==> src/rlp_pkg.sv <==
// Types and constants for the radix literal parser.
// No dependencies; used by radix_literal_parser_core.
package rlp_pkg;

  localparam int MAX_DIGITS = 11;
  localparam int ACC_W      = 48;
  localparam int VALUE_W    = 45;
  localparam int CNT_W      = 4;

  localparam logic [7:0] CH_HASH  = 8'h23;
  localparam logic [7:0] CH_MINUS = 8'h2D;
  localparam logic [7:0] CH_SPACE = 8'h20;
  localparam logic [7:0] CH_TAB   = 8'h09;
  localparam logic [7:0] CH_ZERO  = 8'h30;
  localparam logic [7:0] CH_SEVEN = 8'h37;
  localparam logic [7:0] CH_NINE  = 8'h39;
  localparam logic [7:0] CH_UC_A  = 8'h41;
  localparam logic [7:0] CH_UC_F  = 8'h46;
  localparam logic [7:0] CH_LC_A  = 8'h61;
  localparam logic [7:0] CH_LC_F  = 8'h66;

  // The one kind code that names no radix; it is parsed as decimal.
  localparam logic [1:0] KIND_UNUSED = 2'd3;

  typedef enum logic [1:0] {
    RADIX_OCT = 2'd0,
    RADIX_DEC = 2'd1,
    RADIX_HEX = 2'd2
  } radix_t;

  typedef enum logic [3:0] {
    PH_PREFIX = 4'b0001,
    PH_SIGN   = 4'b0010,
    PH_DIGITS = 4'b0100,
    PH_SPACE  = 4'b1000
  } phase_t;

endpackage

==> src/radix_literal_parser_core.sv <==
// Channel | Handshake              | Payload
// in      | in_valid / in_stall    | ch, kind, first, last
// out     | out_valid / out_stall  | value, bad_literal, sticky_error
//
// One character is taken per cycle while in_stall is low; the parse state updates in the same edge.
// The character marked last loads the result register, which is shown in the next cycle.
// in_stall rises only while a result waits in the output register and is stalled.
// Reset (rst, synchronous) returns the parser to the prefix phase and clears flags.
// Depends on rlp_pkg.
module radix_literal_parser_core (
  input  logic                             clk,
  input  logic                             rst,
  input  logic                             in_valid,
  output logic                             in_stall,
  input  logic [7:0]                       ch,
  input  logic [1:0]                       kind,
  input  logic                             first,
  input  logic                             last,
  output logic                             out_valid,
  input  logic                             out_stall,
  output logic signed [rlp_pkg::VALUE_W-1:0] value,
  output logic                             bad_literal,
  output logic                             sticky_error
);

  rlp_pkg::phase_t                phase, phase_next;
  rlp_pkg::radix_t                radix_held, radix_next;
  logic [rlp_pkg::ACC_W-1:0]      accumulator, accumulator_next;
  logic [rlp_pkg::CNT_W-1:0]      digit_count, digit_count_next;
  logic                           is_negative, is_negative_next;
  logic                           literal_error, literal_error_next;
  logic                           error_seen, error_seen_next;
  logic [rlp_pkg::VALUE_W-1:0]    value_next;

  logic       start;
  logic       take;
  logic       is_space;
  logic       dig_ok;
  logic [3:0] dig_val;
  logic       accept;

  assign accept   = in_valid && !in_stall;
  assign in_stall = out_valid && out_stall;
  assign is_space = (ch == rlp_pkg::CH_SPACE) || (ch == rlp_pkg::CH_TAB);
  assign start    = first || (phase == rlp_pkg::PH_PREFIX);

  always_comb begin
    radix_next = radix_held;
    if (start) begin
      radix_next = (kind == rlp_pkg::KIND_UNUSED) ? rlp_pkg::RADIX_DEC
                                                  : rlp_pkg::radix_t'(kind);
    end
  end

  // Digit decode against the radix in force for this character.
  always_comb begin
    dig_ok  = 1'b0;
    dig_val = 4'd0;
    if (ch inside {[rlp_pkg::CH_ZERO:rlp_pkg::CH_NINE]}) begin
      dig_val = 4'(ch - rlp_pkg::CH_ZERO);
      dig_ok  = !((radix_next == rlp_pkg::RADIX_OCT) && (ch > rlp_pkg::CH_SEVEN));
    end else if (radix_next == rlp_pkg::RADIX_HEX) begin
      if (ch inside {[rlp_pkg::CH_UC_A:rlp_pkg::CH_UC_F]}) begin
        dig_val = 4'(ch - rlp_pkg::CH_UC_A + 8'd10);
        dig_ok  = 1'b1;
      end else if (ch inside {[rlp_pkg::CH_LC_A:rlp_pkg::CH_LC_F]}) begin
        dig_val = 4'(ch - rlp_pkg::CH_LC_A + 8'd10);
        dig_ok  = 1'b1;
      end
    end
  end

  always_comb begin
    phase_next         = phase;
    accumulator_next   = accumulator;
    digit_count_next   = digit_count;
    is_negative_next   = is_negative;
    literal_error_next = literal_error;
    error_seen_next    = error_seen;
    take               = 1'b0;

    if (start) begin
      accumulator_next   = '0;
      digit_count_next   = '0;
      is_negative_next   = 1'b0;
      literal_error_next = 1'b0;
      phase_next         = rlp_pkg::PH_DIGITS;
      if (radix_next == rlp_pkg::RADIX_DEC) begin
        if (ch == rlp_pkg::CH_HASH) begin
          phase_next = rlp_pkg::PH_SIGN;
        end else if (ch == rlp_pkg::CH_MINUS) begin
          is_negative_next = 1'b1;
        end else begin
          take = 1'b1;
        end
      end
    end else if (!literal_error) begin
      case (phase)
        rlp_pkg::PH_SIGN: begin
          phase_next = rlp_pkg::PH_DIGITS;
          if (ch == rlp_pkg::CH_MINUS) begin
            is_negative_next = 1'b1;
          end else begin
            take = 1'b1;
          end
        end
        rlp_pkg::PH_DIGITS: begin
          take = 1'b1;
        end
        rlp_pkg::PH_SPACE: begin
          if (!is_space) begin
            literal_error_next = 1'b1;
            error_seen_next    = 1'b1;
          end
        end
        default: begin
          phase_next = phase;
        end
      endcase
    end

    if (take) begin
      if (is_space) begin
        phase_next = rlp_pkg::PH_SPACE;
      end else if (!dig_ok || (digit_count_next >= rlp_pkg::CNT_W'(rlp_pkg::MAX_DIGITS))) begin
        literal_error_next = 1'b1;
        error_seen_next    = 1'b1;
      end else begin
        case (radix_next)
          rlp_pkg::RADIX_OCT:
            accumulator_next = (accumulator_next << 3) | rlp_pkg::ACC_W'(dig_val);
          rlp_pkg::RADIX_HEX:
            accumulator_next = (accumulator_next << 4) | rlp_pkg::ACC_W'(dig_val);
          default:
            accumulator_next = (accumulator_next << 3) + (accumulator_next << 1)
                               + rlp_pkg::ACC_W'(dig_val);
        endcase
        digit_count_next = digit_count_next + 1'b1;
      end
    end

    if (last) begin
      phase_next = rlp_pkg::PH_PREFIX;
    end
  end

  always_comb begin
    if (literal_error_next) begin
      value_next = '1;
    end else if (is_negative_next) begin
      value_next = rlp_pkg::VALUE_W'(rlp_pkg::ACC_W'(0) - accumulator_next);
    end else begin
      value_next = accumulator_next[rlp_pkg::VALUE_W-1:0];
    end
  end

  always_ff @(posedge clk) begin
    if (rst) begin
      phase         <= rlp_pkg::PH_PREFIX;
      radix_held    <= rlp_pkg::RADIX_OCT;
      accumulator   <= '0;
      digit_count   <= '0;
      is_negative   <= 1'b0;
      literal_error <= 1'b0;
      error_seen    <= 1'b0;
    end else if (accept) begin
      phase         <= phase_next;
      radix_held    <= radix_next;
      accumulator   <= accumulator_next;
      digit_count   <= digit_count_next;
      is_negative   <= is_negative_next;
      literal_error <= literal_error_next;
      error_seen    <= error_seen_next;
    end
  end

  always_ff @(posedge clk) begin
    if (rst) begin
      out_valid <= 1'b0;
    end else if (accept && last) begin
      out_valid <= 1'b1;
    end else if (!out_stall) begin
      out_valid <= 1'b0;
    end
  end

  always_ff @(posedge clk) begin
    if (accept && last) begin
      value        <= value_next;
      bad_literal  <= literal_error_next;
      sticky_error <= error_seen_next;
    end
  end

endmodule

==> config.mk <==
export PLATFORM = sky130hd
export DESIGN_NAME = radix_literal_parser_core
export DESIGN_NICKNAME = d
export VERILOG_FILES = /design/src/rlp_pkg.sv /design/src/radix_literal_parser_core.sv
export SDC_FILE = /design/constraint.sdc
export NUM_CORES = 1
export LEC_CHECK = 0
export ABC_CLOCK_PERIOD_IN_PS = 10100
export BUFFER_PORTS_ARGS = -buffer_cell sky130_fd_sc_hd__buf_2
export CORE_ASPECT_RATIO = 0.7
export CORE_MARGIN = 3
export CORE_UTILIZATION = 32
export CTS_BUF_LIST = sky130_fd_sc_hd__clkbuf_8
export CTS_CLUSTER_DIAMETER = 40
export DETAILED_ROUTE_END_ITERATION = 8
export GPL_TIMING_DRIVEN = 0
export HOLD_SLACK_MARGIN = 0.15
export PLACE_DENSITY_LB_ADDON = 0.3
export SETUP_SLACK_MARGIN = 0.3
export SLEW_MARGIN = 20
export SYNTH_ARGS = -nofsm -noshare
export SYNTH_HDL_FRONTEND = slang
export SYNTH_SLANG_ARGS = --single-unit
==> constraint.sdc <==
create_clock -name clk -period 10.1 [get_ports clk]
set_input_delay 1.01 -clock clk [delete_from_list [all_inputs] [get_ports clk]]
set_output_delay 1.01 -clock clk [all_outputs]
set_load 0.005 [all_outputs]
* Yosys cells after proc, flatten, opt, wreduce, memory -nomap -nowiden
Index checks and enable logic that the tools add are counted.
** Word-level totals
- Register bits :: 109
- Output and inout bits :: 49
- Logic and storage cells :: 113
** Operators by class
- Add/subtract/negate cells :: 9
- $lt $le $gt $ge :: 8
- Equal/unequal tests :: 12
- Multiplexer cells :: 57
- Bitwise operators :: 2
- Reduce and logical (&&, ||, !) cells :: 14
** Operators with widths (count)
- two-way mux 48 bit :: 4
- OR 48 x 4 -> 48 bit :: 2
- case mux 48 bit (2 select lines) :: 1
- two-way mux 4 bit :: 14
- adder 48 x 4 -> 48 bit :: 1
- adder 48 bit :: 1
- two-way mux 45 bit :: 1
- subtractor 1 x 45 -> 45 bit, first input constant :: 1
- two-way mux 1 bit :: 32
- == test 8 x 6 -> 1 bit, second input constant :: 3
- >= comparator 8 x 7 -> 1 bit, second input constant :: 2
- <= comparator 8 x 7 -> 1 bit, second input constant :: 2
- subtractor 4 x 1 -> 4 bit, second input constant :: 3
- adder 4 bit, second input constant :: 2
- == test 8 x 4 -> 1 bit, second input constant :: 1
- >= comparator 8 x 6 -> 1 bit, second input constant :: 1
- greater-than comparator 8 x 6 -> 1 bit, second input constant :: 1
- <= comparator 8 x 6 -> 1 bit, second input constant :: 1
- logical AND 1 bit :: 7
- two-way mux 3 bit :: 2
- adder 4 x 1 -> 4 bit, second input constant :: 1
- == test 2 bit, second input constant :: 2
- == test 4 x 1 -> 1 bit, second input constant :: 1
- == test 4 x 2 -> 1 bit, second input constant :: 1
- 10 further kinds :: 15

* Longest topological paths before layout
Gate-level depths: netlist of the first run.
- Depth in word-level cells :: 14
- Mapped depth :: 25
- Depth with buffers taken out :: 23

* Worst setup path before layout of the first run
OpenSTA, ideal clock, no wires.
- Path kind :: input-to-reg
- Start :: input port first
- End :: register value[42] (netlist name), data pin
- Library setup time :: 268 ps
- Data arrival time :: 5913 ps
- Required time :: 9832 ps
- Slack :: 3919 ps
- Stages :: 19
- Cells stage by stage :: clkbuf_1 > or3_1 > and2_1 > buf_2 > o21ai_0 > fa_1 > ha_1 > a21o_1 > nand4_1 > a2111o_1 > and3_1 > o31a_1 > a211o_1 > and3_1 > o31a_1 > or3_1 > o41ai_2 > xnor2_1 > nand2_1
** On the way
- Cells in the longest elaborated chain, start to end :: 13
- Elaborated cells between the ends (all ways) :: 34
- Those cells by class :: add/sub (3); order compare (1); eq/ne (2); mux (20); bitwise (2); reduce/logical (6)
** RTL lines
- from (decl) :: line radix_literal_parser_core.sv:17 : input logic first,
- logical OR 1 bit * :: line radix_literal_parser_core.sv:45 : assign start = first || (phase == rlp_pkg::PH_PREFIX);
- parallel branches: the longest is 12 deep, another holds adder 48 bit
- to (signal assigned) :: line radix_literal_parser_core.sv:189 : value <= value_next;
- to (decl) :: line radix_literal_parser_core.sv:21 : output logic signed [rlp_pkg::VALUE_W-1:0] value,
Mark *: on every way between the ends.
A chain may end at the register's enable or synchronous reset.

* Final worst setup path of the first run
- Start :: input port first
- End :: register value[34] (netlist name), data pin
The elaborated chain is that of the path after synthesis.

==> results of run 1 <==
-- cell usage after synthesis (all sizes together) (10+ instances only) --
cell	n	area, um^2
o31a	11	96.34
o21a	19	142.6
a31oi	22	137.6
or3	17	106.4
nor2	121	459.2
ha	90	1126
o22ai	13	81.33
xor2	17	148.9
mux2i	28	280.3
a21o	16	120.1
xnor2	30	262.8
clkbuf	66	249.0
a22oi	21	162.6
dfxtp	59	1181
nor3	30	155.1
a21oi	123	630.6
nor4	10	77.57
inv	32	120.1
edfxtp	47	1411
o31ai	13	97.59
nand3	28	150.1
nand2	188	705.7
o211ai	12	90.09
buf	21	110.1
a211oi	24	185.2
and3	51	319.1
o21ai	82	414.2
nor2b	12	75.07
nand4	18	112.6
-- worst reg2reg max path: stages, from the launching register on --
cell and delay (ns):
dfxtp_1 0.40, or4b_1 0.54, buf_2 0.25, clkbuf_1 0.35, clkbuf_1 0.37, and3_1 0.32, ha_1 0.23, o211ai_1 0.32
o221a_2 0.34, nand2_1 0.13, buf_4 0.22, buf_2 0.22, buf_1 0.37, clkbuf_1 0.38, buf_1 0.35, a21oi_1 0.42
ha_1 0.38, o211ai_1 0.18, nor4_1 0.30, o22ai_1 0.22, nor4b_2 0.47, nand3_1 0.23, buf_2 0.25, o31ai_1 0.25
xor2_1 0.23, nand2_1 0.08
-- metal layers --
metal	track usage (%)	vias up	share of wire [%]
met3	7.261	52	12
met5	0	-	0
met2	32.60	618	40
met4	3.984	0	1.5
li1	-	5347	-
met1	36.30	5528	47
-- cell families after synthesis --
| kind of cell | Yosys count | share of synthesized area [%] |
|---|---|---|
| AO/OA/AOI/OAI | 451 | 28.87 |
| XOR/XNOR | 47 | 3.830 |
| adder cells (fa/ha/maj) | 92 | 10.85 |
| buffers and inverters | 119 | 4.459 |
| flip-flops | 106 | 24.12 |
| multiplexers | 36 | 3.446 |
| AND/OR/NAND/NOR | 532 | 24.42 |
-- sequential cells by signal, indices dropped and copies added, names as in the netlist --
register       count
sticky_error       1
is_negative        1
accumulator       45
out_valid          1
value             45
literal_error      1
phase              4
error_seen         1
digit_count        4
bad_literal        1
radix_held         2
-- path summary, 6_finish.rpt --
check | end | slack [ns] | cells after the start | startpoint
setup / recovery | value[34] | 1.80 | 25 | first
hold / removal | accumulator[31] | 0.47 | 2 | accumulator[31]
setup reg to reg | value[34] | 2.06 | 25 | phase[1]
hold reg to reg | accumulator[31] | 0.47 | 2 | accumulator[31]
-- metrics by stage --
step           instances  power [uW]  hold slack (ns)  area [um^2]
2_1_floorplan       1383       606.7           0.4319        10750
3_3_place_gp        1872       694.5           0.4377        11590
3_5_place_dp        1873       696.0           0.4474        11620
4_1_cts             1889       968.3           0.4623        11810
5_1_grt             1891        1008           0.4879        11820
6_report            1891       977.1           0.4652        11820
-- power breakdown --
| part | switching (uW) | internal [uW] | leakage (uW) |
|---|---|---|---|
| sequential | 7.48 | 469 | 0.000922 |
| combinational | 160 | 58.6 | 0.00394 |
| clock | 168 | 114 | 0.0000947 |
| total | 335 | 642 | 0.00495 |
-- layout make-up --
class | instances | area share (%)
antenna | 2 | 0.04235
buffer | 87 | 3.039
clock buffer | 9 | 1.048
clock inverter | 7 | 0.5929
inverter | 32 | 1.016
multi-input combinational | 1158 | 65.01
sequential | 106 | 21.94
tap | 427 | 4.521
timing repair buffer | 63 | 2.795
==> metrics.yaml, run 1 <==
status: "finished, final reports clean"
grt_pass1_wl_um: 65850
critPathSlowestCell: "buf_1"
peakVddDrop_mv: 0.06269
clockRootBuffer: "clkbuf_8"
ioPinCount: 65
clock_latency_ns: 0.43
setup_violations: 0
grt_pass1_vias: 10550
ctsHoldBuffers: 0
pre_cts_ws_ns: 1.678
cts_made_buffers: 9
max_stage_delay_ns: 0.61
post-dp-hpwl_um: 34390
hold_class: "reg -> reg"
layout_commonest_cell: "nand2_1"
cts-resized-gates: 0
drc: 0
synth_edf_count: 47
path_class: "in -> reg"
fin_ws_ns: 1.801
maxSlewViolCount: 0
ys.flop_type: "dfxtp_1"
startpoint_type: "input pin"
power_leakage_uw: 0.004954
multiInputGateArea_mm2: 0.007682
clock-skew-final_ns: 0.01290
dieArea_mm2: 0.03586
post_cts_buffers: 0
syn_inst: 1383
maxCapViolations: 0
h-tree-depth: 3
place_congestion: 0.9390
die_w_um: 225.0
cts_tree: "yes"
rsz0062_at_grt: "false"
port_buffers: 62
synth.avg_cell_area_um2: 7.771
grt-ovfl-total: 0
timing.fmax_mhz: 120.5
crit_arrival_ns: 8.46
first_pass_iters: 5
p_per_area_mw_per_mm2: 82.68
path_clk_slew_ns: 0.11
final_util_pct: 36.15
start_util_pct: 32.88
crit_buf_inv: 9
cts.sinks: 106
crit_required_ns: 10.26
ys_ff_latch: 106
drt_first_iter_violations: 1606
core_area_mm2: 0.03269
die_y_um: 159.3
grt_usage_pct: 23.69
nFillCells: 3432
seq_area_frac_synth_pct: 24.12
ys_async_sr_fraction_pct: 0
hold_viol: 0
wl_per_cell_um: 23.10
final_nets: 1565
drive_above_1_share_pct: 9.576
via_per_inst: 6.105
num_rows: 55
antenna_found_initial: 1
num_vias: 11550
routed_wl_um: 43680
critPathCaptureType: "register"
clk_path_buf_depth: 2
synth_fp_nets: 1491
ys_warn_count: 0
relSlewSlack_pct: 20.73
ant_nets: 0
fin_tns_setup_ns: 0
worst_pin_slew_ns: 1.189
netlist_area_mm2: 0.01075
worstPathMaxFanout: 10
ff_latch_area_mm2: 0.002592
areaGrowthSynthToFinish_pct: 9.954
period_share_pct: 82.17
mostFrequentLayoutCells: "188 x nand2_1, 121 x a21oi_1, 119 x nor2_1"
grt_start_max_net_pins: 30
layout_min_cycle_time_ns: 8.299
crit_top_cell: "clkbuf_1"
netlist-cell-type-count: 101
crit_family: "buffers and inverters"
No activity file was read; power rests on OpenSTA's default activity.
==> inputs of run 2 (changes only) <==
--- a/config.mk
+++ b/config.mk
@@ -5,7 +5,7 @@
 export SDC_FILE = /design/constraint.sdc
 export NUM_CORES = 1
 export LEC_CHECK = 0
-export ABC_CLOCK_PERIOD_IN_PS = 10100
+export ABC_CLOCK_PERIOD_IN_PS = 8450
 export BUFFER_PORTS_ARGS = -buffer_cell sky130_fd_sc_hd__buf_2
 export CORE_ASPECT_RATIO = 0.7
 export CORE_MARGIN = 3
==> constraint.sdc (replaced) <==
create_clock -name clk -period 8.45 [get_ports clk]
set_input_delay 0.845 -clock clk [delete_from_list [all_inputs] [get_ports clk]]
set_output_delay 0.845 -clock clk [all_outputs]
set_load 0.005 [all_outputs]
==> metrics.yaml, run 2 (synthesis results as in run 1) <==
status: "finished, final reports clean"
relSlewSlack_pct: 22.53  # +1.8 points
grt-ovfl-total: 0  # unchanged
path_class: "in -> reg"
fin_tns_setup_ns: 0  # unchanged
routed_wl_um: 43870  # +0.45%
pwr-share-clk_pct: 28.9  # about the same
grt_pass1_wl_um: 65850  # unchanged
crit_required_ns: 8.62  # -1.64 ns
port_buffers: 62  # unchanged
first_pass_iters: 6  # +1
mostFrequentLayoutCells: "188 x nand2_1, 120 x a21oi_1, 119 x nor2_1"
max_stage_delay_ns: 0.77  # +0.16 ns
cts_made_buffers: 9  # unchanged
post_cts_buffers: 0  # unchanged
worstPathMaxFanout: 10  # unchanged
cts_tree: "yes"
final_nets: 1565  # unchanged
drive_above_1_share_pct: 9.781  # +0.21 points
grt_start_max_net_pins: 30  # unchanged
areaGrowthSynthToFinish_pct: 10.09
ioPinCount: 65  # unchanged
path_depth: 22  # -12%
cts-resized-gates: 0  # unchanged
die_y_um: 159.3  # unchanged
crit_family: "compound AO/OA/AOI/OAI gates"
layout_commonest_cell: "nand2_1"
ff2ff_path_depth: 20  # -20%
worst_pin_slew_ns: 1.162  # -0.02699 ns
h-tree-depth: 3  # unchanged
drt_first_iter_violations: 1546  # -3.7%
timing.fmax_mhz: 126.2
path_clk_slew_ns: 0.11  # about the same
pwr-share-comb_pct: 22.4  # about the same
peakVddDrop_mv: 0.07481  # +19%
layout_min_cycle_time_ns: 7.923
via_per_inst: 6.153  # +0.78%
drt-met1-wl_um: 20750  # +1.1%
p_seq_share_pct: 48.7  # about the same
routed.top_layer: "met4"
p_sw_share_pct: 34.35  # +0.057 points
whs_ns: 0.4638  # -0.001357 ns
largestRegisters: "accumulator: 45 flops, value: 45 flops"
grt_pass1_vias: 10550  # unchanged
wl_per_cell_um: 23.20  # +0.45%
die_w_um: 225.0  # unchanged
ant_nets: 0  # unchanged
wl_met3_um: 5063  # -2.8%
maxCapViolations: 0  # unchanged
num_vias: 11640  # +0.78%
cp_cell_sequence: "clkbuf_1, nor2_2, clkbuf_1, clkbuf_2, nand2_1, inv_1, ha_1, ha_1, inv_1, fa_1, nor2b_1, o31ai_1, a2111oi_0, o31a_1, o32ai_1, o31ai_1, o311ai_1, nor4_4, nand3_2, o41a_1, xnor2_1, nand2_1"
start_util_pct: 32.88  # unchanged
p_per_area_mw_per_mm2: 98.87  # +20%
grt_usage_pct: 23.69  # unchanged
startpoint_type: "input pin"
setup_violations: 0  # unchanged
cts.sinks: 106  # unchanged
hold_viol: 0  # unchanged
clock-skew-final_ns: 0.01534  # +0.002440 ns
critPathSlowestCell: "a2111oi_0"
crit_arrival_ns: 8.09  # -0.37 ns
maxSlewViolCount: 0  # unchanged
clk_path_buf_depth: 2  # unchanged
power_leakage_uw: 0.004973  # +0.39%
met2_length_um: 17320  # about the same
ctsHoldBuffers: 0  # unchanged
rsz0062_at_grt: "false"
period_share_pct: 93.76
p_switching_uw: 401.8  # +20%
post-dp-hpwl_um: 34390  # unchanged
clock_latency_ns: 0.43  # about the same
drc: 0  # unchanged
antenna_found_initial: 1  # unchanged
clockRootBuffer: "clkbuf_8"
internal-power_uw: 768.0  # +20%
nFillCells: 3433  # +0.029%
place_congestion: 0.9390  # unchanged
whs_path_depth: 2  # unchanged
num_rows: 55  # unchanged
critPathCaptureType: "register"
crit_buf_inv: 5  # -4
core_area_mm2: 0.03269  # unchanged
hold_class: "reg -> reg"
dieArea_mm2: 0.03586  # unchanged
-- run 2: path summary, 6_finish.rpt --
path                                 startpoint  slack, ns         endpoint
worst min register to register  accumulator[36]       0.46  accumulator[36]
worst max-delay path                      first       0.53        value[35]
worst min-delay path            accumulator[36]       0.46  accumulator[36]
worst max register to register         phase[1]       0.59        value[35]
-- run 2: cell type report --
type,count,area [um^2],area share (%)
multi-input combinational,1158,7695,65.03
sequential,106,2592,21.91
tap,427,534.3,4.515
buffer,87,361.6,3.056
timing repair buffer,63,330.3,2.792
clock buffer,9,123.9,1.047
inverter,32,120.1,1.015
clock inverter,7,70.07,0.5922
antenna,2,5.005,0.04230
-- run 2: metrics by stage --
step	utilization (%)	power, uW	instance area [um^2]	worst slack [ns]	instances
global placement	35.46	830.2	11590	0.2090	1872
detailed placement	35.54	831.9	11620	0.1929	1873
finish	36.20	1170	11830	0.5271	1891
global route	36.20	1206	11830	0.2697	1891
floorplan	-	725.1	10750	2.434	1383
CTS	36.14	1157	11810	0.6467	1889
-- run 2: metal layers --
metal	global-route usage (%)	vias to the layer above
met5	0	-
met4	3.984	0
met3	7.261	60
met2	32.60	636
met1	36.30	5580
li1	-	5359
-- run 2: power groups by stage --
stage / Combinational, uW / Sequential, uW / Clock [uW]
after floorplan: 143 / 582 / 0
after global placement: 249 / 581 / 0
after detailed placement: 251 / 581 / 0
after CTS: 252 / 570 / 336
after global routing: 277 / 572 / 356
final: 262 / 570 / 338
-- run 2: worst min-delay path, stage by stage (launching register included) --
cell,delay (ns)
dfxtp_1,0.32
nand2_1,0.05
a21oi_1,0.05
